**config.mk**
```make
export PLATFORM = sky130hd
export DESIGN_NAME = wave_header_parser_top
export DESIGN_NICKNAME = d
export VERILOG_FILES = /design/src/rtl/core/whp_pkg.sv /design/src/rtl/core/whp_core.sv /design/src/rtl/core/wave_header_parser_top.sv
export SDC_FILE = /design/constraint.sdc
export NUM_CORES = 2
export LEC_CHECK = 0
export BUFFER_PORTS_ARGS = -buffer_cell sky130_fd_sc_hd__buf_2
export CAP_MARGIN = 20
export CORE_ASPECT_RATIO = 1.5
export CORE_MARGIN = 1.5
export CORE_UTILIZATION = 40
export DETAILED_ROUTE_END_ITERATION = 16
export GPL_ROUTABILITY_DRIVEN = 0
export PLACE_DENSITY_LB_ADDON = 0.15
export SLEW_MARGIN = 20
export SYNTH_ARGS = -nofsm -noshare
export SYNTH_HDL_FRONTEND = slang
export SYNTH_SLANG_ARGS = --single-unit
```
**constraint.sdc**
```tcl
create_clock -name clk -period 10.7 [get_ports clk]
set_input_delay 0 -clock clk [delete_from_list [all_inputs] [get_ports clk]]
set_output_delay 0 -clock clk [all_outputs]
set_load 0.02 [all_outputs]
```
**src/rtl/core/whp_pkg.sv**
```systemverilog
package whp_pkg;

  typedef struct packed {
    logic [7:0] data_byte;
    logic       first_byte;
    logic       end_of_file;
  } req_t;

  typedef struct packed {
    logic [2:0]  status;
    logic [15:0] channel_count;
    logic [31:0] sample_rate;
    logic [12:0] bytes_per_sample;
    logic [15:0] block_align;
    logic [31:0] data_size;
    logic [31:0] data_start;
    logic [27:0] samples_per_buffer;
  } res_t;

  localparam logic [2:0] ST_OK        = 3'd0;
  localparam logic [2:0] ST_BAD_TAG   = 3'd1;
  localparam logic [2:0] ST_NOT_PCM   = 3'd2;
  localparam logic [2:0] ST_ZERO_BITS = 3'd3;
  localparam logic [2:0] ST_MISSING   = 3'd4;

  localparam logic [31:0] TAG_RIFF = 32'h4646_4952;
  localparam logic [31:0] TAG_WAVE = 32'h4556_4157;
  localparam logic [31:0] TAG_FMT  = 32'h2074_6D66;
  localparam logic [31:0] TAG_DATA = 32'h6174_6164;

  localparam logic [31:0] FMT_BASE_LEN = 32'd16;
  localparam logic [15:0] FMT_PCM      = 16'd1;

  // floor(x / 30) == (x * RATE_RECIP) >> RATE_SHIFT for every 32-bit x
  localparam logic [31:0] RATE_RECIP = 32'h8888_8889;
  localparam int          RATE_SHIFT = 36;

endpackage

```
**src/rtl/core/whp_core.sv**
```systemverilog
module whp_core (
  input  logic          clk,
  input  logic          rst,
  input  logic          accept,
  input  whp_pkg::req_t req,
  output logic          emit,
  output whp_pkg::res_t res
);
  import whp_pkg::*;

  typedef enum logic [8:0] {
    PH_RIFF_TAG   = 9'b000000001,
    PH_RIFF_SIZE  = 9'b000000010,
    PH_WAVE_TAG   = 9'b000000100,
    PH_CHUNK_ID   = 9'b000001000,
    PH_FMT_SIZE   = 9'b000010000,
    PH_FMT_BODY   = 9'b000100000,
    PH_SKIP       = 9'b001000000,
    PH_DATA_SIZE  = 9'b010000000,
    PH_OTHER_SIZE = 9'b100000000
  } phase_t;

  phase_t      phase, phase_next, cur_phase;
  logic [1:0]  fbi, fbi_next, cur_fbi;
  logic [31:0] aw, aw_next, cur_aw;
  logic [31:0] skip, skip_next, cur_skip;
  logic [31:0] offset, offset_next, cur_offset;
  logic [31:0] fmt_size, fmt_size_next, cur_fmt_size;
  logic        fmt_seen, fmt_seen_next, cur_fmt_seen;
  logic [15:0] held_ch, held_ch_next, cur_held_ch;
  logic [31:0] held_rate, held_rate_next, cur_held_rate;
  logic [15:0] held_align, held_align_next, cur_held_align;
  logic [15:0] held_bits, held_bits_next, cur_held_bits;
  logic        finished, finished_next, cur_finished;
  logic [63:0] rate_prod;

  logic        word_done;
  logic [31:0] body_len;
  logic [31:0] pos;
  logic [2:0]  status;
  logic [31:0] dsize;
  logic [31:0] dstart;

  always_comb begin
    if (req.first_byte) begin
      cur_phase      = PH_RIFF_TAG;
      cur_fbi        = '0;
      cur_aw         = '0;
      cur_skip       = '0;
      cur_offset     = '0;
      cur_fmt_size   = '0;
      cur_fmt_seen   = 1'b0;
      cur_held_ch    = '0;
      cur_held_rate  = '0;
      cur_held_align = '0;
      cur_held_bits  = '0;
      cur_finished   = 1'b0;
    end else begin
      cur_phase      = phase;
      cur_fbi        = fbi;
      cur_aw         = aw;
      cur_skip       = skip;
      cur_offset     = offset;
      cur_fmt_size   = fmt_size;
      cur_fmt_seen   = fmt_seen;
      cur_held_ch    = held_ch;
      cur_held_rate  = held_rate;
      cur_held_align = held_align;
      cur_held_bits  = held_bits;
      cur_finished   = finished;
    end

    phase_next      = cur_phase;
    fbi_next        = cur_fbi;
    aw_next         = cur_aw;
    skip_next       = cur_skip;
    offset_next     = cur_offset;
    fmt_size_next   = cur_fmt_size;
    fmt_seen_next   = cur_fmt_seen;
    held_ch_next    = cur_held_ch;
    held_rate_next  = cur_held_rate;
    held_align_next = cur_held_align;
    held_bits_next  = cur_held_bits;
    finished_next   = cur_finished;

    emit      = 1'b0;
    status    = ST_OK;
    dsize     = '0;
    dstart    = '0;
    word_done = 1'b0;
    body_len  = (cur_fmt_size < FMT_BASE_LEN) ? FMT_BASE_LEN : cur_fmt_size;
    pos       = body_len - cur_skip;

    if (!cur_finished) begin
      offset_next = cur_offset + 32'd1;

      if (cur_phase inside {PH_RIFF_TAG, PH_RIFF_SIZE, PH_WAVE_TAG, PH_CHUNK_ID,
                            PH_FMT_SIZE, PH_DATA_SIZE, PH_OTHER_SIZE}) begin
        aw_next   = {req.data_byte, cur_aw[31:8]};
        fbi_next  = cur_fbi + 2'd1;
        word_done = (cur_fbi == 2'd3);
      end

      case (cur_phase)
        PH_RIFF_TAG: begin
          if (word_done) begin
            if (aw_next != TAG_RIFF) begin
              emit   = 1'b1;
              status = ST_BAD_TAG;
            end else begin
              phase_next = PH_RIFF_SIZE;
            end
          end
        end
        PH_RIFF_SIZE: begin
          if (word_done) begin
            phase_next = PH_WAVE_TAG;
          end
        end
        PH_WAVE_TAG: begin
          if (word_done) begin
            if (aw_next != TAG_WAVE) begin
              emit   = 1'b1;
              status = ST_BAD_TAG;
            end else begin
              phase_next = PH_CHUNK_ID;
            end
          end
        end
        PH_CHUNK_ID: begin
          if (word_done) begin
            if (aw_next == TAG_FMT) begin
              phase_next = PH_FMT_SIZE;
            end else if (aw_next == TAG_DATA) begin
              phase_next = PH_DATA_SIZE;
            end else begin
              phase_next = PH_OTHER_SIZE;
            end
          end
        end
        PH_FMT_SIZE: begin
          if (word_done) begin
            fmt_size_next = aw_next;
            skip_next     = (aw_next < FMT_BASE_LEN) ? FMT_BASE_LEN : aw_next;
            phase_next    = PH_FMT_BODY;
          end
        end
        PH_FMT_BODY: begin
          if (pos < 32'd2) begin
            if (pos[0]) begin
              aw_next[15:8] = req.data_byte;
              if ({req.data_byte, cur_aw[7:0]} != FMT_PCM) begin
                emit   = 1'b1;
                status = ST_NOT_PCM;
              end
            end else begin
              aw_next[7:0] = req.data_byte;
            end
          end else if (pos < 32'd4) begin
            held_ch_next[{pos[0], 3'b000} +: 8] = req.data_byte;
          end else if (pos < 32'd8) begin
            held_rate_next[{pos[1:0], 3'b000} +: 8] = req.data_byte;
          end else if (pos >= 32'd12 && pos < 32'd14) begin
            held_align_next[{pos[0], 3'b000} +: 8] = req.data_byte;
          end else if (pos >= 32'd14 && pos < FMT_BASE_LEN) begin
            held_bits_next[{pos[0], 3'b000} +: 8] = req.data_byte;
          end
          skip_next = cur_skip - 32'd1;
          if (skip_next == '0 && !emit) begin
            fmt_seen_next = 1'b1;
            aw_next       = '0;
            phase_next    = PH_CHUNK_ID;
          end
        end
        PH_SKIP: begin
          skip_next = cur_skip - 32'd1;
          if (skip_next == '0) begin
            phase_next = PH_CHUNK_ID;
          end
        end
        PH_DATA_SIZE: begin
          if (word_done) begin
            emit = 1'b1;
            if (!cur_fmt_seen) begin
              status = ST_MISSING;
            end else if (cur_held_bits == '0) begin
              status = ST_ZERO_BITS;
            end else begin
              status = ST_OK;
              dsize  = aw_next;
              dstart = cur_offset + 32'd1;
            end
          end
        end
        PH_OTHER_SIZE: begin
          if (word_done) begin
            skip_next  = aw_next;
            phase_next = (aw_next == '0) ? PH_CHUNK_ID : PH_SKIP;
          end
        end
        default: begin
          phase_next = PH_CHUNK_ID;
        end
      endcase

      if (!emit && req.end_of_file) begin
        emit   = 1'b1;
        status = (phase_next inside {PH_RIFF_TAG, PH_RIFF_SIZE, PH_WAVE_TAG}) ?
                 ST_BAD_TAG : ST_MISSING;
      end

      if (emit) begin
        finished_next = 1'b1;
      end
    end

    res = '0;
    res.status = status;
    if (status == ST_OK) begin
      res.channel_count      = cur_held_ch;
      res.sample_rate        = cur_held_rate;
      res.bytes_per_sample   = cur_held_bits[15:3];
      res.block_align        = cur_held_align;
      res.data_size          = dsize;
      res.data_start         = dstart;
      res.samples_per_buffer = rate_prod[RATE_SHIFT +: 28];
    end
  end

  always_ff @(posedge clk) begin
    if (rst) begin
      phase      <= PH_RIFF_TAG;
      fbi        <= '0;
      aw         <= '0;
      skip       <= '0;
      offset     <= '0;
      fmt_size   <= '0;
      fmt_seen   <= 1'b0;
      held_ch    <= '0;
      held_rate  <= '0;
      held_align <= '0;
      held_bits  <= '0;
      finished   <= 1'b0;
    end else if (accept) begin
      phase      <= phase_next;
      fbi        <= fbi_next;
      aw         <= aw_next;
      skip       <= skip_next;
      offset     <= offset_next;
      fmt_size   <= fmt_size_next;
      fmt_seen   <= fmt_seen_next;
      held_ch    <= held_ch_next;
      held_rate  <= held_rate_next;
      held_align <= held_align_next;
      held_bits  <= held_bits_next;
      finished   <= finished_next;
    end
  end

  always_ff @(posedge clk) begin
    rate_prod <= 64'(held_rate) * 64'(RATE_RECIP);
  end

endmodule

```
**src/rtl/core/wave_header_parser_top.sv**
```systemverilog
// channel   valid / ready          payload                 role
// request   req_valid / req_ready  req (whp_pkg::req_t)    one file byte per request
// result    res_valid / res_ready  res (whp_pkg::res_t)    at most one per file
//
// One request per cycle, unless a result stalls; any result shows in the next cycle.
// The rate is set by the byte-wide parse update between the state and result registers.
// Reset (rst, synchronous) clears the parse state and empties the result register.
// A stalled result holds; a request is still taken while the result is taken.
module wave_header_parser_top (
  input  logic          clk,
  input  logic          rst,
  input  logic          req_valid,
  output logic          req_ready,
  input  whp_pkg::req_t req,
  output logic          res_valid,
  input  logic          res_ready,
  output whp_pkg::res_t res
);
  import whp_pkg::*;

  logic req_fire;
  logic emit;
  res_t core_res;

  assign req_ready = !res_valid || res_ready;
  assign req_fire  = req_valid && req_ready;

  whp_core u_core (
    .clk    (clk),
    .rst    (rst),
    .accept (req_fire),
    .req    (req),
    .emit   (emit),
    .res    (core_res)
  );

  always_ff @(posedge clk) begin
    if (rst) begin
      res_valid <= 1'b0;
    end else if (req_ready) begin
      res_valid <= req_fire && emit;
    end
  end

  always_ff @(posedge clk) begin
    if (req_fire && emit) begin
      res <= core_res;
    end
  end

endmodule

```
==> out/metrics.cfg <==
[outcome]
status = finished, final reports clean

[clocking]
clock_latency_ns = 0.61
cts-root-buf = clkbuf_16
cts_tree = done
cts_setup_buffers = 0
cts_sinks = 422
clkSlewWorstSetupHoldPaths_ns = 0.07
clk_path_buf_depth = 3
cts_buffers = 44
cts-htree-levels = 2

[power_and_ir_drop]
p_leak_nw = 16.3
power_density_nw_per_um2 = 106
irDropWorstVdd_mv = 0.103

[global_route]
overflow = 0
antenna_found_initial = 2
grt_first_pass_wirelength_mm = 174
grt_max_degree = 125
grt_pass1_vias = 28700
grt_util_all_layers = 0.271

[placement]
io_buffers = 187
place_hpwl_mm = 87.6

[yosys]
syn_area_um2 = 32800
synth_area_leaders = edfxtp_1 16%, dfxtp_1 15%, ha_1 13%
synth_cells = 3711
synth_edf_count = 172
async_flop_share = 0
syn_nets = 4222
netlist.top_cell.by_area = edfxtp_1
seq_area_frac_synth = 0.310
synth-seq-cells = 422
yosys_warnings = 0
synth_cell_types = 101
syn_area_per_cell_um2 = 8.85
netlist.area_leader.share = 0.157
synth_ff_type = dfxtp_1

[detailed_routing]
dr.pass1.iters = 6
drc_errors = 0
ant_nets = 0
routed-via-count = 28500
wl_per_cell_um = 23.6
maxUsedRoutingLayer = met5
met2_length_mm = 59.3
drtIter0Drc = 1867
met1Wirelength_mm = 41.3
wl_met3_mm = 5.65
wl_mm = 115
via_per_inst = 5.85

[sta]
clock_skew_ns = 0.0270
rsz0062_at_grt = no
min_period_ns = 7.25
fin_tns_setup_ns = 0
max_freq_mhz = 138
period_share = 0.677
hold_violations = 0
setup_viol = 0
max-slew-margin-rel = 0.141
holdWs_ns = 0.0901
final_max_slew_viol_count = 0
worstMarginPinSlew_ns = 1.27

[critical_path]
crit_path_max_incr_delay_ns = 0.53
slowest_stage = fa_1
crit_fanout = 7
critical_path_class = reg -> reg
cp.required_ns = 11.19
rr_worst_depth = 21
reg2reg_to = u_core.rate_prod[61]$_DFF_P_
r2r-start = u_core.held_rate[1]$_SDFFE_PP0P_
cpMostUsedCell = fa_1
path_cells = ha_1, inv_1, fa_1, fa_1, inv_1, fa_1, fa_1, fa_1, fa_1, ha_1, and4_1, nor2b_1, a2111oi_0, o2111ai_1, nand4_1, nand2_1, a2111oi_0, a211oi_1, a211oi_1, o21bai_1, xor2_1
cp-end-kind = flip-flop
worstSetupStartpointType = flip-flop
reg2reg_slack_ns = 3.45
worstPathArrival_ns = 7.74

[layout]
finalNetCount = 4298
layout_commonest_cell = nand2_1
layout_common_cells = 377 x nand2_1, 334 x ha_1, 332 x inv_1, 298 x nor2_1, 255 x a21oi_1
layout-drive-gt1-share = 0.104
area_delta_synth_final_pct = 10.5

[floorplanning]
initial_core_util = 0.404
ios = 188
chipWidth_um = 237
core_um2 = 81200
dieArea_um2 = 83900
die-height_um = 354
fp-row-count = 128

[run]
cap_violations = 0

[worst_hold_path]
hp-start = req[1]
worst_hold_path.num_cells = 3
hp-class = in -> reg
holdPathEnd = u_core.skip[7]$_SDFFE_PP0P_

[worst max path at each step]
stage	start	endpoint	slack (ns)	depth (start not counted)
final	u_core.held_rate[1]$_SDFFE_PP0P_	u_core.rate_prod[61]$_DFF_P_	3.45	21
after global routing	u_core.held_rate[1]$_SDFFE_PP0P_	u_core.rate_prod[61]$_DFF_P_	3.04	21
after CTS	u_core.held_rate[1]$_SDFFE_PP0P_	u_core.rate_prod[61]$_DFF_P_	3.47	21
after detailed placement	u_core.held_rate[1]$_SDFFE_PP0P_	u_core.rate_prod[61]$_DFF_P_	3.46	21
after global placement	u_core.held_rate[1]$_SDFFE_PP0P_	u_core.rate_prod[61]$_DFF_P_	3.58	21
after floorplan	req[1]	res[0]$_SDFFCE_PP0P_	1.43	24
[kinds of logic (layout without fill, tap and decap cells)]
| family | Yosys count | in the layout | synth area share |
|---|---|---|---|
| AO/OA/AOI/OAI | 911 | 911 | 0.184 |
| XOR/XNOR | 80 | 80 | 0.0213 |
| adder cells (fa/ha/maj) | 497 | 497 | 0.227 |
| buffers and inverters | 543 | 655 | 0.0647 |
| flip-flops | 422 | 422 | 0.310 |
| multiplexers | 23 | 23 | 0.00720 |
| other | 0 | 1 | 0 |
| AND/OR/NAND/NOR | 1235 | 1235 | 0.186 |
[stage by stage]
stage / worst slack [ns] / cell area, µm² / cells / utilization / total power, mW
floorplan: 1.43 / 32800 / 3711 / - / 2.03
global placement: 3.58 / 34600 / 4769 / 0.426 / 2.17
detailed placement: 3.46 / 34600 / 4769 / 0.426 / 2.17
CTS: 3.47 / 36300 / 4863 / 0.447 / 3.87
global route: 3.04 / 36300 / 4864 / 0.447 / 3.96
finish: 3.45 / 36300 / 4864 / 0.447 / 3.84
[per-layer routing]
layer | global-route usage | up-vias
met5 | 0 | -
met4 | 0.180 | 2
met3 | 0.0367 | 363
met2 | 0.497 | 990
met1 | 0.287 | 13700
li1 | - | 13400
[power by group]
part / switching, mW / internal, mW
clock network: 0.708 / 0.989
logic: 0.308 / 0.113
registers: 0.0264 / 1.70
total: 1.04 / 2.80
[Yosys cell counts (13+ instances only)]
cell,instances
a21boi_0,40
dfxtp_1,250
xnor2_1,51
nand4_1,56
xor2_1,29
a31oi_1,49
o21ai_0,172
nor4_1,64
nand2b_1,14
fa_1,163
clkbuf_1,167
nand2_1,380
buf_2,18
edfxtp_1,172
buf_1,13
inv_1,333
a21o_1,50
nand3_1,99
ha_1,334
a211oi_1,19
mux2i_1,18
a22oi_1,78
a21oi_1,255
and2_1,29
nor2b_1,67
o31ai_1,42
nor2_1,300
o211ai_1,19
or4_1,18
or3_1,19
and3_1,30
nor3_1,71
a311oi_1,19
[area by class of cell]
cell class / instances / area, µm²
fill: 8059 / 44900
tap: 1040 / 1300
antenna: 1 / 2.50
multi-input combinational: 2746 / 20600
inverter: 336 / 1270
sequential: 422 / 10200
timing repair buffer: 237 / 1370
clock buffer: 58 / 1240
clock inverter: 24 / 320
[worst max-delay path, delay by kind of cell (launching register included)]
| kind | cells | cell delay (ns) |
|---|---|---|
| buf+inv | 2 | 0.15 |
| simple gates | 4 | 0.75 |
| compound gates | 6 | 1.80 |
| flops | 1 | 0.51 |
| fa+ha+maj | 8 | 3.76 |
| xor+xnor | 1 | 0.15 |
[what timing repair did]
item / CTS / global route
hold buffers: 12 / 0
endpoints found under the hold margin: 120 / 0
gates resized for setup: 0 / 0
[sequential cells by signal, summed over array words and instances, names as in the netlist]
signal             flops
u_core.finished        1
u_core.aw             32
u_core.held_ch        16
u_core.fbi             2
u_core.held_align     16
u_core.skip           32
u_core.fmt_seen        1
res                  172
u_core.offset         32
res_valid              1
u_core.fmt_size       32
u_core.held_rate      32
u_core.held_bits      16
u_core.phase           9
u_core.rate_prod      28
Note: power is estimated with default switching activity, not from simulation.
